### config.mk
export PLATFORM = sky130hd
export DESIGN_NAME = radix_string_add_subtract_top
export DESIGN_NICKNAME = d
export VERILOG_FILES = /design/src/hdl/rsas_pkg.sv /design/src/hdl/radix_string_add_subtract_top.sv /design/src/hdl/rsas_ctrl.sv /design/src/hdl/rsas_datapath.sv
export SDC_FILE = /design/constraint.sdc
export NUM_CORES = 2
export LEC_CHECK = 0
export BUFFER_PORTS_ARGS = -buffer_cell sky130_fd_sc_hd__buf_2
export CAP_MARGIN = 0
export CORE_MARGIN = 3
export CORE_UTILIZATION = 35
export CTS_BUF_LIST = sky130_fd_sc_hd__clkbuf_4
export CTS_CLUSTER_SIZE = 20
export DETAILED_ROUTE_END_ITERATION = 10
export GPL_ROUTABILITY_DRIVEN = 0
export HOLD_SLACK_MARGIN = 0.08
export RECOVER_POWER = 100
export SKIP_LAST_GASP = 1
export SYNTH_ARGS = -nofsm -noshare
export SYNTH_HDL_FRONTEND = slang
export SYNTH_SLANG_ARGS = --single-unit
### constraint.sdc
create_clock -name clock -period 9.8 [get_ports clock]
set_clock_uncertainty 0.15 [all_clocks]
set_input_delay 1.96 -clock clock [delete_from_list [all_inputs] [get_ports clock]]
set_output_delay 1.96 -clock clock [all_outputs]
set_load 0.01 [all_outputs]
### src/hdl/rsas_pkg.sv
package rsas_pkg;

   // Input and result beats.
   typedef struct packed {
      logic [7:0] char_code;
      logic       second_operand;
      logic       last_char;
   } req_type;

   typedef struct packed {
      logic [7:0] out_char;
      logic [1:0] error_code;
      logic       last_out;
   } rsp_type;

   // Character codes.
   localparam logic [7:0] CH_B     = 8'h62;
   localparam logic [7:0] CH_O     = 8'h6F;
   localparam logic [7:0] CH_X     = 8'h78;
   localparam logic [7:0] CH_D     = 8'h64;
   localparam logic [7:0] CH_MINUS = 8'h2D;
   localparam logic [7:0] CH_ZERO  = 8'h30;
   localparam logic [7:0] CH_NINE  = 8'h39;
   localparam logic [7:0] CH_LA    = 8'h61;
   localparam logic [7:0] CH_LF    = 8'h66;
   localparam logic [7:0] CH_UA    = 8'h41;
   localparam logic [7:0] CH_UF    = 8'h46;
   localparam logic [4:0] DIGIT_BAD = 5'd16;
   localparam logic [3:0] RADIX_TEN = 4'd10;

   // Operand formats; the same codes select the output radix.
   localparam logic [2:0] FMT_BIN     = 3'd0;
   localparam logic [2:0] FMT_OCT     = 3'd1;
   localparam logic [2:0] FMT_HEX     = 3'd2;
   localparam logic [2:0] FMT_DEC     = 3'd3;
   localparam logic [2:0] FMT_INVALID = 3'd4;

   localparam logic [1:0] RADIX_BIN = 2'd0;
   localparam logic [1:0] RADIX_OCT = 2'd1;
   localparam logic [1:0] RADIX_HEX = 2'd2;
   localparam logic [1:0] RADIX_DEC = 2'd3;

   // Error codes.
   localparam logic [1:0] ERR_NONE   = 2'd0;
   localparam logic [1:0] ERR_FORMAT = 2'd1;
   localparam logic [1:0] ERR_DIGIT  = 2'd2;
   localparam logic [1:0] ERR_WIDTH  = 2'd3;

   // Parse phases.
   localparam logic [1:0] PH_START  = 2'd0;
   localparam logic [1:0] PH_LETTER = 2'd1;
   localparam logic [1:0] PH_DIGITS = 2'd2;

   // Register indexes.
   localparam logic CSR_SUBTRACT = 1'b0;
   localparam logic CSR_RADIX    = 1'b1;

   typedef enum logic [1:0] {
      SEL_ERR,
      SEL_SIGN,
      SEL_LETTER,
      SEL_DIGIT
   } emit_sel_type;

   // Commands from the controller to the datapath.
   typedef struct packed {
      logic         accept;
      logic         clear;
      logic         len_load;
      logic         len_step;
      logic         len_set;
      logic         prep;
      logic         sum;
      logic         sign;
      logic         dd_init;
      logic         dd_step;
      logic         dig_next;
      logic         emit;
      emit_sel_type emit_sel;
   } cmd_type;

   // Status from the datapath to the controller.
   typedef struct packed {
      logic len_done;
      logic dabble_done;
      logic err_present;
      logic r_negative;
      logic radix_dec;
      logic digit_last;
      logic digit_skip;
      logic out_free;
   } status_type;

   function automatic logic [2:0] letter_format(input logic [7:0] c);
      logic [2:0] f;
      case (c)
         CH_B:    f = FMT_BIN;
         CH_O:    f = FMT_OCT;
         CH_X:    f = FMT_HEX;
         CH_D:    f = FMT_DEC;
         default: f = FMT_INVALID;
      endcase
      return f;
   endfunction

   // Digit value in the given format, or DIGIT_BAD.
   function automatic logic [4:0] digit_value(input logic [7:0] c, input logic [2:0] fmt);
      logic [4:0] v;
      v = DIGIT_BAD;
      if (c >= CH_ZERO && c <= CH_NINE) begin
         v = 5'(c - CH_ZERO);
      end else if (c >= CH_LA && c <= CH_LF) begin
         v = 5'(c - CH_LA) + 5'(RADIX_TEN);
      end else if (c >= CH_UA && c <= CH_UF) begin
         v = 5'(c - CH_UA) + 5'(RADIX_TEN);
      end
      if (fmt == FMT_BIN && v > 5'd1) begin
         v = DIGIT_BAD;
      end
      if (fmt == FMT_OCT && v > 5'd7) begin
         v = DIGIT_BAD;
      end
      if (fmt == FMT_DEC && v > 5'd9) begin
         v = DIGIT_BAD;
      end
      return v;
   endfunction

endpackage

### src/hdl/radix_string_add_subtract_top.sv
// Sequence: after the final character of the second operand, a load state, a bit-length
// scan, length set, prep, sum and sign steps, for decimal output a double-dabble pass,
// then one result beat per cycle while the output side is ready; a positive sign slot
// and each leading decimal zero are passed over without a beat. On an error the load
// state goes straight to the error state, which loads the error beat instead of a scan.
// Throughput: one character per cycle while idle; none during a run. Synchronous reset.
module radix_string_add_subtract_top
   import rsas_pkg::*;
#(
   parameter int OPERAND_BITS = 32
) (
   input  logic       clock,
   input  logic       reset,
   input  logic       req_valid,
   output logic       req_ready,
   input  req_type    req_data,
   output logic       rsp_valid,
   input  logic       rsp_ready,
   output rsp_type    rsp_data,
   input  logic       csr_we,
   input  logic       csr_index,
   input  logic [1:0] csr_wdata
);

   cmd_type    cmd;
   status_type status;
   logic       req_final;

   // The final character of the second operand starts a run.
   assign req_final = req_data.last_char && req_data.second_operand;

   rsas_ctrl u_ctrl (
      .clock     (clock),
      .reset     (reset),
      .req_valid (req_valid),
      .req_final (req_final),
      .req_ready (req_ready),
      .status    (status),
      .cmd       (cmd)
   );

   rsas_datapath #(
      .OPERAND_BITS (OPERAND_BITS)
   ) u_datapath (
      .clock     (clock),
      .reset     (reset),
      .req_data  (req_data),
      .csr_we    (csr_we),
      .csr_index (csr_index),
      .csr_wdata (csr_wdata),
      .cmd       (cmd),
      .status    (status),
      .rsp_ready (rsp_ready),
      .rsp_valid (rsp_valid),
      .rsp_data  (rsp_data)
   );

endmodule

### src/hdl/rsas_ctrl.sv
module rsas_ctrl
   import rsas_pkg::*;
(
   input  logic       clock,
   input  logic       reset,
   input  logic       req_valid,
   input  logic       req_final,
   output logic       req_ready,
   input  status_type status,
   output cmd_type    cmd
);

   typedef enum logic [12:0] {
      ST_IDLE    = 13'b0000000000001,
      ST_LENLD   = 13'b0000000000010,
      ST_BITLEN  = 13'b0000000000100,
      ST_LSET    = 13'b0000000001000,
      ST_PREP    = 13'b0000000010000,
      ST_SUM     = 13'b0000000100000,
      ST_SIGN    = 13'b0000001000000,
      ST_DDINIT  = 13'b0000010000000,
      ST_DABBLE  = 13'b0000100000000,
      ST_OSIGN   = 13'b0001000000000,
      ST_OLETTER = 13'b0010000000000,
      ST_ODIGIT  = 13'b0100000000000,
      ST_OERR    = 13'b1000000000000
   } state_type;

   state_type state_ff, state_in;

   // Next state and commands.
   always_comb begin
      state_in = state_ff;
      cmd      = '0;
      cmd.emit_sel = SEL_ERR;
      req_ready = (state_ff == ST_IDLE);
      case (state_ff)
         ST_IDLE: begin
            cmd.accept = req_valid;
            if (req_valid && req_final) begin
               state_in = ST_LENLD;
            end
         end
         ST_LENLD: begin
            cmd.len_load = 1'b1;
            state_in = status.err_present ? ST_OERR : ST_BITLEN;
         end
         ST_BITLEN: begin
            cmd.len_step = 1'b1;
            if (status.len_done) begin
               state_in = ST_LSET;
            end
         end
         ST_LSET: begin
            cmd.len_set = 1'b1;
            state_in = ST_PREP;
         end
         ST_PREP: begin
            cmd.prep = 1'b1;
            state_in = ST_SUM;
         end
         ST_SUM: begin
            cmd.sum = 1'b1;
            state_in = ST_SIGN;
         end
         ST_SIGN: begin
            cmd.sign = 1'b1;
            state_in = status.radix_dec ? ST_DDINIT : ST_OSIGN;
         end
         ST_DDINIT: begin
            cmd.dd_init = 1'b1;
            state_in = ST_DABBLE;
         end
         ST_DABBLE: begin
            if (status.dabble_done) begin
               state_in = ST_OSIGN;
            end else begin
               cmd.dd_step = 1'b1;
            end
         end
         ST_OSIGN: begin
            cmd.emit_sel = SEL_SIGN;
            if (!status.r_negative) begin
               state_in = ST_OLETTER;
            end else if (status.out_free) begin
               cmd.emit = 1'b1;
               state_in = ST_OLETTER;
            end
         end
         ST_OLETTER: begin
            cmd.emit_sel = SEL_LETTER;
            if (status.out_free) begin
               cmd.emit = 1'b1;
               state_in = ST_ODIGIT;
            end
         end
         ST_ODIGIT: begin
            cmd.emit_sel = SEL_DIGIT;
            if (status.digit_skip) begin
               cmd.dig_next = 1'b1;
            end else if (status.out_free) begin
               cmd.emit = 1'b1;
               if (status.digit_last) begin
                  cmd.clear = 1'b1;
                  state_in = ST_IDLE;
               end else begin
                  cmd.dig_next = 1'b1;
               end
            end
         end
         ST_OERR: begin
            cmd.emit_sel = SEL_ERR;
            if (status.out_free) begin
               cmd.emit  = 1'b1;
               cmd.clear = 1'b1;
               state_in  = ST_IDLE;
            end
         end
         default: begin
            state_in = ST_IDLE;
         end
      endcase
   end

   always_ff @(posedge clock) begin
      if (reset) begin
         state_ff <= ST_IDLE;
      end else begin
         state_ff <= state_in;
      end
   end

`ifndef SYNTHESIS
   // A finished second operand always starts the computation.
   a_start: assert property (@(posedge clock) disable iff (reset)
      (req_valid && req_ready && req_final) |=> (state_ff == ST_LENLD))
      else $error("computation did not start");

   // A result beat is only loaded into a free output register.
   a_emit_free: assert property (@(posedge clock) disable iff (reset)
      cmd.emit |-> status.out_free)
      else $error("result beat overwritten");

   // No new characters are taken while a run is in progress.
   a_no_accept: assert property (@(posedge clock) disable iff (reset)
      (state_ff != ST_IDLE) |-> !cmd.accept)
      else $error("character accepted during a run");

   // The final digit closes the run.
   a_close: assert property (@(posedge clock) disable iff (reset)
      (cmd.emit && cmd.emit_sel == SEL_DIGIT && status.digit_last) |=> req_ready)
      else $error("run not closed after last digit");
`endif

endmodule

### src/hdl/rsas_datapath.sv
module rsas_datapath
   import rsas_pkg::*;
#(
   parameter int OPERAND_BITS = 32
) (
   input  logic       clock,
   input  logic       reset,
   input  req_type    req_data,
   input  logic       csr_we,
   input  logic       csr_index,
   input  logic [1:0] csr_wdata,
   input  cmd_type    cmd,
   output status_type status,
   input  logic       rsp_ready,
   output logic       rsp_valid,
   output rsp_type    rsp_data
);

   localparam int W  = OPERAND_BITS + 2;
   localparam int LW = $clog2(W + 1);
   localparam int D  = (W * 30103) / 100000 + 1;
   localparam int BW = 4 * D;

   // Configuration.
   logic       subtract_ff;
   logic [1:0] radix_ff;

   // Operand state, index 0 first operand, 1 second.
   logic [W-1:0]  val_ff [2];
   logic [W-1:0]  val_in [2];
   logic [LW-1:0] len_ff [2];
   logic [LW-1:0] len_in [2];
   logic          neg_ff [2];
   logic          neg_in [2];
   logic [2:0]    fmt_ff [2];
   logic [2:0]    fmt_in [2];
   logic [1:0]    phase_ff, phase_in;
   logic [1:0]    pend_ff, pend_in;

   // Computation state.
   logic [W-1:0]  sa_ff, sb_ff;
   logic [LW-1:0] ca_ff, cb_ff;
   logic [LW-1:0] lres_ff;
   logic [W-1:0]  a_ff, b_ff, r_ff;
   logic          rneg_ff;
   logic [BW-1:0] bcd_ff;
   logic [W-1:0]  shr_ff;
   logic [LW-1:0] dcnt_ff;
   logic [LW-1:0] dig_ff;
   logic          started_ff;
   logic          rsp_valid_ff;
   rsp_type       rsp_data_ff;

   // Parse signals.
   logic            sel;
   logic [7:0]      c;
   logic [W-1:0]    cur_val;
   logic [LW-1:0]   cur_len;
   logic [2:0]      cur_fmt;
   logic [4:0]      dval_in;
   logic [W+3:0]    nv_dec;
   logic [2:0]      bpd;
   logic            len_over;
   logic            note;
   logic [1:0]      note_code;

   always_comb begin
      sel      = req_data.second_operand;
      c        = req_data.char_code;
      cur_val  = val_ff[sel];
      cur_len  = len_ff[sel];
      cur_fmt  = fmt_ff[sel];
      dval_in  = digit_value(c, cur_fmt);
      nv_dec   = (W+4)'({cur_val, 3'b000}) + (W+4)'({cur_val, 1'b0}) + (W+4)'(dval_in);
      bpd      = (cur_fmt == FMT_BIN) ? 3'd1 : (cur_fmt == FMT_OCT) ? 3'd3 : 3'd4;
      len_over = ((LW+1)'(cur_len) + (LW+1)'(bpd)) > (LW+1)'(OPERAND_BITS + 2);
      note      = 1'b0;
      note_code = ERR_NONE;
      phase_in = phase_ff;
      pend_in  = pend_ff;
      val_in   = val_ff;
      len_in   = len_ff;
      neg_in   = neg_ff;
      fmt_in   = fmt_ff;
      if (cmd.clear) begin
         phase_in = PH_START;
         pend_in  = ERR_NONE;
         for (int i = 0; i < 2; i++) begin
            val_in[i] = '0;
            len_in[i] = LW'(2);
            neg_in[i] = 1'b0;
            fmt_in[i] = FMT_INVALID;
         end
      end else if (cmd.accept) begin
         case (phase_ff)
            PH_START: begin
               val_in[sel] = '0;
               len_in[sel] = LW'(2);
               neg_in[sel] = 1'b0;
               fmt_in[sel] = FMT_INVALID;
               if (c == CH_MINUS) begin
                  neg_in[sel] = 1'b1;
                  phase_in    = PH_LETTER;
               end else begin
                  fmt_in[sel] = letter_format(c);
                  phase_in    = PH_DIGITS;
               end
            end
            PH_LETTER: begin
               fmt_in[sel] = letter_format(c);
               phase_in    = PH_DIGITS;
            end
            default: begin
               if (!cur_fmt[2]) begin
                  if (dval_in == DIGIT_BAD) begin
                     note      = 1'b1;
                     note_code = ERR_DIGIT;
                  end else if (cur_fmt == FMT_DEC) begin
                     if (nv_dec[W+3:OPERAND_BITS] != '0) begin
                        note      = 1'b1;
                        note_code = ERR_WIDTH;
                     end else begin
                        val_in[sel] = nv_dec[W-1:0];
                     end
                  end else if (len_over) begin
                     note      = 1'b1;
                     note_code = ERR_WIDTH;
                  end else begin
                     val_in[sel] = (cur_val << bpd) | W'(dval_in[3:0]);
                     len_in[sel] = cur_len + LW'(bpd);
                  end
               end
            end
         endcase
         if (note && (pend_ff == ERR_NONE || note_code < pend_ff)) begin
            pend_in = note_code;
         end
         if (req_data.last_char) begin
            phase_in = PH_START;
         end
      end
   end

   // Operand registers and configuration.
   always_ff @(posedge clock) begin
      if (reset) begin
         phase_ff    <= PH_START;
         pend_ff     <= ERR_NONE;
         val_ff      <= '{default: '0};
         len_ff      <= '{default: LW'(2)};
         neg_ff      <= '{default: 1'b0};
         fmt_ff      <= '{default: FMT_INVALID};
         subtract_ff <= 1'b0;
         radix_ff    <= RADIX_DEC;
      end else begin
         phase_ff <= phase_in;
         pend_ff  <= pend_in;
         val_ff   <= val_in;
         len_ff   <= len_in;
         neg_ff   <= neg_in;
         fmt_ff   <= fmt_in;
         if (csr_we && csr_index == CSR_SUBTRACT) begin
            subtract_ff <= csr_wdata[0];
         end
         if (csr_we && csr_index == CSR_RADIX) begin
            radix_ff <= csr_wdata;
         end
      end
   end

   // Common length, mask and operand lengths.
   logic [LW-1:0] la, lb;
   logic [W-1:0]  mask;
   logic [W-1:0]  sum_raw;
   logic [W-1:0]  r_neg_val;
   logic [LW:0]   cnt_out;

   always_comb begin
      la = (fmt_ff[0] == FMT_DEC) ? ca_ff + LW'(2) : len_ff[0];
      lb = (fmt_ff[1] == FMT_DEC) ? cb_ff + LW'(2) : len_ff[1];
      for (int i = 0; i < W; i++) begin
         mask[i] = (LW'(i) < lres_ff);
      end
      sum_raw   = subtract_ff ? a_ff - b_ff : a_ff + b_ff;
      r_neg_val = (W'(0) - r_ff) & mask;
      // The octal digit count divides by three through a reciprocal multiplication.
      case (radix_ff)
         RADIX_BIN: cnt_out = (LW+1)'(lres_ff);
         RADIX_OCT: cnt_out = (LW+1)'((((LW+9)'(lres_ff) + (LW+9)'(2)) * (LW+9)'(171)) >> 9);
         RADIX_HEX: cnt_out = ((LW+1)'(lres_ff) + (LW+1)'(3)) >> 2;
         default:   cnt_out = (LW+1)'(D);
      endcase
   end

   // Double-dabble adjust of every decimal digit.
   logic [BW-1:0] bcd_adj;

   always_comb begin
      for (int k = 0; k < D; k++) begin
         bcd_adj[4*k +: 4] = (bcd_ff[4*k +: 4] >= 4'd5) ? bcd_ff[4*k +: 4] + 4'd3
                                                         : bcd_ff[4*k +: 4];
      end
   end

   // Computation sequence.
   always_ff @(posedge clock) begin
      if (cmd.len_load) begin
         sa_ff <= val_ff[0];
         sb_ff <= val_ff[1];
         ca_ff <= '0;
         cb_ff <= '0;
      end else if (cmd.len_step) begin
         if (sa_ff != '0) begin
            sa_ff <= sa_ff >> 1;
            ca_ff <= ca_ff + LW'(1);
         end
         if (sb_ff != '0) begin
            sb_ff <= sb_ff >> 1;
            cb_ff <= cb_ff + LW'(1);
         end
      end
      if (cmd.len_set) begin
         lres_ff <= (la > lb) ? la : lb;
      end
      if (cmd.prep) begin
         a_ff <= neg_ff[0] ? (W'(0) - val_ff[0]) & mask : val_ff[0];
         b_ff <= neg_ff[1] ? (W'(0) - val_ff[1]) & mask : val_ff[1];
      end
      if (cmd.sum) begin
         r_ff <= sum_raw & mask;
      end
      if (cmd.sign) begin
         rneg_ff <= r_ff[LW'(lres_ff - LW'(1))];
         if (r_ff[LW'(lres_ff - LW'(1))]) begin
            r_ff <= r_neg_val;
         end
         dig_ff <= LW'(cnt_out - (LW+1)'(1));
      end else if (cmd.dig_next) begin
         dig_ff <= dig_ff - LW'(1);
      end
      if (cmd.dd_init) begin
         bcd_ff  <= '0;
         shr_ff  <= r_ff;
         dcnt_ff <= '0;
      end else if (cmd.dd_step) begin
         bcd_ff  <= {bcd_adj[BW-2:0], shr_ff[W-1]};
         shr_ff  <= shr_ff << 1;
         dcnt_ff <= dcnt_ff + LW'(1);
      end
   end

   always_ff @(posedge clock) begin
      if (reset || cmd.sign) begin
         started_ff <= 1'b0;
      end else if (cmd.emit && cmd.emit_sel == SEL_DIGIT) begin
         started_ff <= 1'b1;
      end
   end

   // Current output digit.
   logic [2:0]    bpd_out;
   logic [W-1:0]  r_shift;
   logic [BW-1:0] bcd_shift;
   logic [3:0]    dig_val;
   logic [7:0]    dig_char;
   logic [7:0]    letter;
   logic [1:0]    err_now;

   always_comb begin
      case (radix_ff)
         RADIX_BIN: bpd_out = 3'd1;
         RADIX_OCT: bpd_out = 3'd3;
         default:   bpd_out = 3'd4;
      endcase
      r_shift   = r_ff >> ((LW+3)'(dig_ff) * (LW+3)'(bpd_out));
      bcd_shift = bcd_ff >> {dig_ff, 2'b00};
      case (radix_ff)
         RADIX_BIN: dig_val = {3'b000, r_shift[0]};
         RADIX_OCT: dig_val = {1'b0, r_shift[2:0]};
         RADIX_HEX: dig_val = r_shift[3:0];
         default:   dig_val = bcd_shift[3:0];
      endcase
      dig_char = (dig_val < RADIX_TEN) ? CH_ZERO + 8'(dig_val)
                                       : CH_UA + 8'(dig_val) - 8'(RADIX_TEN);
      case (radix_ff)
         RADIX_BIN: letter = CH_B;
         RADIX_OCT: letter = CH_O;
         RADIX_HEX: letter = CH_X;
         default:   letter = CH_D;
      endcase
      err_now = (fmt_ff[0][2] || fmt_ff[1][2]) ? ERR_FORMAT : pend_ff;
   end

   // Output register for the result beat.
   always_ff @(posedge clock) begin
      if (reset) begin
         rsp_valid_ff <= 1'b0;
      end else if (cmd.emit) begin
         rsp_valid_ff <= 1'b1;
      end else if (rsp_ready) begin
         rsp_valid_ff <= 1'b0;
      end
   end

   always_ff @(posedge clock) begin
      if (cmd.emit) begin
         case (cmd.emit_sel)
            SEL_ERR:    rsp_data_ff <= '{out_char: 8'h00, error_code: err_now, last_out: 1'b1};
            SEL_SIGN:   rsp_data_ff <= '{out_char: CH_MINUS, error_code: ERR_NONE,
                                         last_out: 1'b0};
            SEL_LETTER: rsp_data_ff <= '{out_char: letter, error_code: ERR_NONE,
                                         last_out: 1'b0};
            default:    rsp_data_ff <= '{out_char: dig_char, error_code: ERR_NONE,
                                         last_out: (dig_ff == '0)};
         endcase
      end
   end

   assign rsp_valid = rsp_valid_ff;
   assign rsp_data  = rsp_data_ff;

   // Status to the controller.
   always_comb begin
      status.len_done    = (sa_ff == '0) && (sb_ff == '0);
      status.dabble_done = (dcnt_ff == LW'(W));
      status.err_present = (err_now != ERR_NONE);
      status.r_negative  = rneg_ff;
      status.radix_dec   = (radix_ff == RADIX_DEC);
      status.digit_last  = (dig_ff == '0);
      status.digit_skip  = (radix_ff == RADIX_DEC) && !started_ff && (dig_ff != '0) &&
                           (dig_val == 4'd0);
      status.out_free    = !rsp_valid_ff || rsp_ready;
   end

endmodule

Word-level counts from Yosys, hierarchy flattened
Index checks and enable logic that the tools add are counted.
{"block": "totals", "ff_bits": 400, "out_inout_bits": 13, "word_cells": 405, "in_bits": 18}
{"block": "op_classes", "reduce_logical": 58, "mux": 147, "eq_ne": 46, "n_shift": 3, "add_sub_neg": 38, "mul": 2, "bitwise_logic": 19, "magnitude_cmp": 61}
{"operator": "2-to-1 mux 34 bit", "count": 18}
{"operator": "2-to-1 mux 68 bit", "count": 5}
{"operator": "one-hot mux 13 bit (13 select lines)", "count": 1}
{"operator": "2-to-1 mux 13 bit", "count": 11}
{"operator": "AND 34 bit", "count": 4}
{"operator": "bitwise mux 68 bit", "count": 2}
{"operator": "one-hot mux 68 bit (2 select lines)", "count": 1}
{"operator": "subtractor 1 x 34 -> 34 bit, first input constant", "count": 3}
{"operator": "< comparator 5 x 6 -> 1 bit, first input constant", "count": 16}
{"operator": "AND 68 bit", "count": 1}
{"operator": "logical NOT 34 bit", "count": 2}
{"operator": "inverter 68 bit", "count": 1}
{"operator": "nonzero test 34 bit", "count": 2}
{"operator": "2-to-1 mux 6 bit", "count": 10}
{"operator": "< comparator 4 x 6 -> 1 bit, first input constant", "count": 8}
{"operator": "2-to-1 mux 12 bit", "count": 4}
{"operator": ">= comparator 4 x 3 -> 1 bit, second input constant", "count": 11}
{"operator": "right shift 44 x 8 -> 4 bit", "count": 1}
{"operator": "2-to-1 mux 3 bit", "count": 14}
{"operator": "adder 4 x 2 -> 4 bit, second input constant", "count": 10}
{"operator": "2-to-1 mux 4 bit", "count": 10}
{"operator": "adder 37 x 35 -> 38 bit", "count": 1}
{"operator": "adder 38 x 5 -> 38 bit", "count": 1}
{"operator": "adder 34 bit", "count": 1}
{"operator": "106 further kinds", "count": 236}

Longest topological paths before layout
{"block": "logic_depth", "ltp_word": 27, "ltp_mapped": 29, "mapped_depth_nobuf": 29}

By module
A second synthesis with hierarchy kept.
{"block": "unflattened", "hier_cells": 3337, "hier_area_um2": 30081.4}
{"mod": "rsas_datapath", "seq_area_each_um2": 9659.3, "n_inst": 1, "cells_per_inst": 3212, "area_per_inst_um2": 29076.6}
{"mod": "rsas_ctrl", "seq_area_each_um2": 260.2, "n_inst": 1, "cells_per_inst": 124, "area_per_inst_um2": 998.5}
{"mod": "radix_string_add_subtract_top", "seq_area_each_um2": 0.0, "n_inst": 1, "cells_per_inst": 1, "area_per_inst_um2": 6.3}

Worst setup path before layout
No wires, ideal clock.
{"block": "synth_timing", "path_kind": "input to register", "start": "in req_data[1] (netlist bit)", "end": "reg u_datapath.pend_ff[0]", "stages": 25, "t_required_ns": 9.578, "n_path_buf": 5, "t_arrival_ns": 7.366, "slack_ns": 2.213, "path_cell_list": "clkbuf_1 -> buf_2 -> buf_1 -> clkbuf_1 -> buf_1 -> nand2_1 -> o21ai_0 -> ha_1 -> ha_1 -> nand4_1 -> or2_0 -> o221a_1 -> o211a_1 -> a211oi_2 -> a2bb2oi_2 -> mux2i_1 -> a31oi_4 -> inv_1 -> a21oi_1 -> ha_1 -> nor3b_1 -> a211oi_1 -> a41o_1 -> a21oi_1 -> mux2i_1"}
{"block": "synth_via", "elab_chain_cells": 26, "word_cells_on_any_way": 49}
{"item": "start, declared", "line": "radix_string_add_subtract_top.sv:16", "text": "input req_type req_data,"}
{"item": "inverter 1 -> 2 bit (not written as such) (*)", "line": "rsas_datapath.sv:70, rsas_datapath.sv:71, rsas_datapath.sv:72"}
{"item": "2-to-1 mux 3 bit (not written as such) (3 in series)", "line": "rsas_datapath.sv:72", "text": "cur_fmt = fmt_ff[sel];"}
{"item": "logical NOT 3 bit", "line": "rsas_pkg.sv:117, rsas_datapath.sv:75"}
{"item": "logical AND 1 bit", "line": "rsas_pkg.sv:117", "text": "if (fmt == FMT_BIN && v > 5'd1) begin"}
{"item": "2-to-1 mux 5 bit", "line": "rsas_pkg.sv:117"}
{"item": "greater-than comparator 5 x 3 -> 1 bit", "line": "rsas_pkg.sv:120", "text": "if (fmt == FMT_OCT && v > 5'd7) begin"}
{"item": "logical AND 1 bit", "line": "rsas_pkg.sv:120"}
{"item": "2-to-1 mux 5 bit", "line": "rsas_pkg.sv:120"}
{"item": "[8 not listed]"}
{"item": "2-to-1 mux 2 bit", "line": "rsas_datapath.sv:114", "text": "if (!cur_fmt[2]) begin"}
{"item": "2-to-1 mux 2 bit", "line": "rsas_datapath.sv:95", "text": "case (phase_ff)"}
{"item": "2-to-1 mux 2 bit", "line": "rsas_datapath.sv:94", "text": "end else if (cmd.accept) begin"}
{"item": "2-to-1 mux 2 bit", "line": "rsas_datapath.sv:85", "text": "if (cmd.clear) begin"}
{"item": "< comparator 2 bit", "line": "rsas_datapath.sv:135", "text": "if (note && (pend_ff == ERR_NONE || note_code < pend_ff)) begin"}
{"item": "logical OR 1 bit", "line": "rsas_datapath.sv:135"}
{"item": "logical AND 1 bit", "line": "rsas_datapath.sv:135"}
{"item": "AND reduction 2 bit (no line)"}
{"item": "end signal, assigned", "line": "rsas_datapath.sv:157", "text": "pend_ff <= pend_in;"}
{"item": "end, declared", "line": "rsas_datapath.sv:38", "text": "logic [1:0] pend_ff, pend_in;"}
Every way passes the cells marked *; elsewhere a longest branch is shown, timed or not. The select of a mux whose other input is x is not followed.
A chain may end at the register's enable or synchronous reset.

Worst setup path in the final report
{"block": "layout_timing", "start": "in req_data[1] (netlist bit)", "end": "reg u_datapath.val_ff[35] (netlist bit)"}
{"block": "layout_via", "elab_chain_cells": 20, "word_cells_on_any_way": 51}
{"item": "inverter 1 -> 2 bit (not written as such) (*)"}
{"item": "2-to-1 mux 3 bit (not written as such) (3 in series)", "line": "rsas_datapath.sv:72"}
{"item": "logical NOT 3 bit", "line": "rsas_pkg.sv:117, rsas_datapath.sv:75"}
{"item": "logical AND 1 bit", "line": "rsas_pkg.sv:117"}
{"item": "2-to-1 mux 5 bit", "line": "rsas_pkg.sv:117"}
{"item": "greater-than comparator 5 x 3 -> 1 bit", "line": "rsas_pkg.sv:120"}
{"item": "logical AND 1 bit", "line": "rsas_pkg.sv:120"}
{"item": "2-to-1 mux 5 bit", "line": "rsas_pkg.sv:120"}
{"item": "[2 not listed]"}
{"item": "2-to-1 mux 5 bit", "line": "rsas_pkg.sv:123", "text": "if (fmt == FMT_DEC && v > 5'd9) begin"}
{"item": "adder 38 x 5 -> 38 bit / OR 34 x 4 -> 34 bit (equally long branches)", "line": "rsas_datapath.sv:74, rsas_datapath.sv:129"}
{"item": "bitwise mux 68 bit, on equally long branches", "line": "rsas_datapath.sv:123, rsas_datapath.sv:129"}
{"item": "2-to-1 mux 68 bit, on equally long branches", "line": "rsas_datapath.sv:119, rsas_datapath.sv:125"}
{"item": "2-to-1 mux 68 bit", "line": "rsas_datapath.sv:118", "text": "end else if (cur_fmt == FMT_DEC) begin"}
{"item": "2-to-1 mux 68 bit", "line": "rsas_datapath.sv:115", "text": "if (dval_in == DIGIT_BAD) begin"}
{"item": "2-to-1 mux 68 bit", "line": "rsas_datapath.sv:114"}
{"item": "one-hot mux 68 bit (2 select lines)", "line": "rsas_datapath.sv:95"}
{"item": "end signal, assigned", "line": "rsas_datapath.sv:158", "text": "val_ff <= val_in;"}
{"item": "end, declared", "line": "rsas_datapath.sv:29", "text": "logic [W-1:0] val_ff [2];"}
Marks and branches as above.

==> impl_metrics.json <==
{
  "die_w_microns": 299,
  "synth_area_sq_um": 30100,
  "synth_fp_nets": 3626,
  "hold_viol": 0,
  "num_vias": 25600,
  "synth_ff_type": "dfxtp_1",
  "violations": "max-capacitance violations, max-slew violations",
  "die_y_microns": 299,
  "wire_per_inst_microns": 18.4,
  "drv_cap": 13,
  "synth.yosys.seq_area_share_pct": 32.9,
  "r2r_setup_slack_ns": 2.12,
  "synth.yosys.warnings": 0,
  "slew_violations": 540,
  "final_core_util_pct": 38.2,
  "final_antenna_net_count": 0,
  "setup_ws_ns": 1.37,
  "cp-end-kind": "register",
  "holdPathStages": 1,
  "reg2regPathDepth": 22,
  "cts_buffers": 108,
  "synth_top_family_by_area": "simple AND/OR/NAND/NOR gates",
  "ctsResizeCount": 0,
  "synth_common_cells": "nand2_1 (318), nor2_1 (257), a21oi_1 (242), o21ai_0 (222), ha_1 (210)",
  "timing.rr.start": "u_datapath.radix_ff[0]$_SDFFE_PP1P_",
  "grtUsageMet3_pct": 2.73,
  "grt_max_degree": 79,
  "synth-simple-area-share_pct": 18.6,
  "synthMuxAreaShare_pct": 12.3,
  "grt_setup_unrepaired": "false",
  "min_from": "u_datapath.shr_ff[4]$_DFFE_PP_",
  "routed_via_density": 5.56,
  "grt_pass1_wl_mm": 135,
  "synth.most_common_cell": "nand2_1",
  "track_usage_pct": 18.6,
  "final-setup-viol-count": 0,
  "synth-compound-area-share_pct": 17.6,
  "ys_ff_latch": 399,
  "grt-ovfl-total": 0,
  "status": "finished, violations left",
  "start_util_pct": 35.3,
  "antenna_found_initial": 2,
  "h-tree-depth": 3,
  "synth_area_leader_cell": "edfxtp_1",
  "async_reset_ff_share_pct": 0,
  "slew_headroom_pct": -215,
  "synthesis.area_per_instance_sq_um": 8.92,
  "drt_iter0_markers": 1797,
  "dr.pass1.iters": 5,
  "r2r-end": "u_datapath.rsp_data[3]$_DFFE_PP_",
  "fin_nets": 3621,
  "crit_path_start_kind": "input port",
  "fp.coreArea_sq_um": 85300,
  "dp_hpwl_mm": 62.7,
  "ir_worst_vdd_v": 0.0000736,
  "p_leak_nw": 12.5,
  "cts.path.max_buffers": 3,
  "io_buffer_count": 29,
  "dpl_worst_slack_ns": 0.844,
  "cts_sinks": 399,
  "cp.arrival_ns": 9.10,
  "synth-xor-area-share_pct": 4.21,
  "path_max_fanout": 37,
  "rows": 107,
  "path_clk_slew_ns": 0.07,
  "grt-busiest-layer": "met2",
  "min_path_type": "reg -> reg",
  "max_freq_mhz": 119,
  "fillers": 8701,
  "tightest_slew_ns": 4.67,
  "finalWirelength_mm": 84.9,
  "synth.area.top_cells": "edfxtp_1 (19%), dfxtp_1 (14%), ha_1 (8.7%)",
  "power.density_nw_per_um2": 113,
  "synth_top_area_share_pct": 19.2,
  "drive_gt1_share_pct": 12.0,
  "layout_min_cycle_time_ns": 8.43,
  "regArea_sq_um": 9920,
  "crit_type": "in -> reg",
  "cts_setup_buffers": 0,
  "min_to": "u_datapath.shr_ff[5]$_DFFE_PP_",
  "drc": 0,
  "die_area_sq_um": 89700,
  "synth_edf_count": 193,
  "grt_pass1_vias": 24200,
  "required_ns": 10.46,
  "synth_fa_ha_area_share_pct": 9.91,
  "fin_setup_tns_ns": 0,
  "fin_crit_sh_pct": 86.1,
  "cts_tree": "built",
  "pin_count": 31,
  "syn_inst": 3380,
  "gr-usage-met1_pct": 25.8,
  "clkLatencyLatePin_ns": 0.96,
  "root_buffer": "clkbuf_4",
  "ys_types": 98,
  "cts_hold_buffers": 0,
  "use_met2_pct": 29.7,
  "area_delta_synth_final_pct": 7.96,
  "multi_input_area_sq_um": 18800
}
==> routing by layer <==
metal / up-vias / share of wire [%]
li1: 12500 / -
met4: 0 / 2.7
met3: 150 / 5.1
met5: - / 0
met2: 740 / 45
met1: 12200 / 47
==> how the worst max path moves through the flow <==
stage	startpoint	endpoint	slack, ns
2_1_floorplan	req_data[1]	u_datapath.pend_ff[0]$_SDFFE_PP0P_	2.21
3_3_place_gp	req_data[1]	u_datapath.val_ff[19]$_SDFFE_PP0P_	1.01
3_5_place_dp	req_data[1]	u_datapath.val_ff[19]$_SDFFE_PP0P_	0.84
4_1_cts	req_data[1]	u_datapath.val_ff[19]$_SDFFE_PP0P_	1.83
5_1_grt	req_data[1]	u_datapath.pend_ff[1]$_SDFFE_PP0P_	0.66
6_report	req_data[1]	u_datapath.val_ff[35]$_SDFFE_PP0P_	1.37
==> power breakdown <==
| part | total, mW | internal [mW] | leakage, nW | switching [mW] |
|---|---|---|---|---|
| clock | 1.51 | 0.762 | 0.826 | 0.750 |
| combinational | 0.371 | 0.138 | 8.27 | 0.233 |
| sequential | 1.80 | 1.78 | 3.36 | 0.0221 |
==> metrics by stage <==
stage	cell area (sq um)	hold WS [ns]	total power [mW]	std cells
finish	32500	0.324	3.68	4611
detailed placement	31300	0.336	2.20	4409
CTS	32700	0.322	3.73	4605
floorplan	30100	0.305	2.09	3380
global placement	31300	0.329	2.19	4409
global route	32500	0.362	3.86	4611
==> logic make-up (layout without fill, tap and decap cells) <==
kind of cell / count (synthesis) / in the layout
AO/OA/AOI/OAI: 841 / 841
multiplexers: 307 / 307
AND/OR/NAND/NOR: 1118 / 1118
buffers and inverters: 341 / 422
flip-flops: 399 / 399
XOR/XNOR: 145 / 145
adder cells (fa/ha/maj): 228 / 228
other: 1 / 7
==> state kept, by name, summed over array words and instances, names as in the netlist, 34 cells and up, named ones only <==
signal             cells
u_datapath.a_ff       34
u_datapath.bcd_ff     44
u_datapath.sa_ff      34
u_datapath.sb_ff      34
u_datapath.val_ff     68
u_datapath.shr_ff     34
u_datapath.b_ff       34
u_datapath.r_ff       34
==> cell type report <==
type,instances,share of cell area [%]
sequential,399,30.5
antenna,6,0.0461
tap,1144,4.40
multi-input combinational,2640,57.9
inverter,159,1.83
clock buffer,163,3.76
timing repair buffer,67,1.11
clock inverter,33,0.504
==> critical path, cell delays in order <==
cell	delay, ns
buf_2	0.64
mux2i_1	0.50
nor3b_1	0.26
buf_4	0.25
nand3_1	0.09
nor4_1	0.51
nor2_1	0.24
nand2_1	0.15
fa_1	0.43
ha_1	0.36
nor2b_1	0.18
o31a_1	0.22
o311ai_1	0.15
o211a_1	0.21
a211oi_1	0.44
a2bb2oi_1	0.41
mux2i_1	0.29
a31oi_1	0.25
nor4_2	0.31
buf_4	0.32
clkbuf_2	0.63
mux2i_1	0.28
==> placed cells by master, fill, tap and decap left out, types with 38 or more instances in the layout <==
master,count
a211oi_1,40
a21o_1,43
a21oi_1,241
clkbuf_4,163
dfxtp_1,205
edfxtp_1,193
ha_1,210
inv_1,158
mux2_2,113
mux2i_1,150
mux4_2,38
nand2_1,317
nand2b_1,40
nand3_1,65
nor2_1,256
nor3_1,130
nor3b_1,61
nor4_1,42
o211ai_1,39
o21ai_0,223
or3_1,48
xnor2_1,101
xor2_1,44
Note: power is estimated with default switching activity, not from simulation.
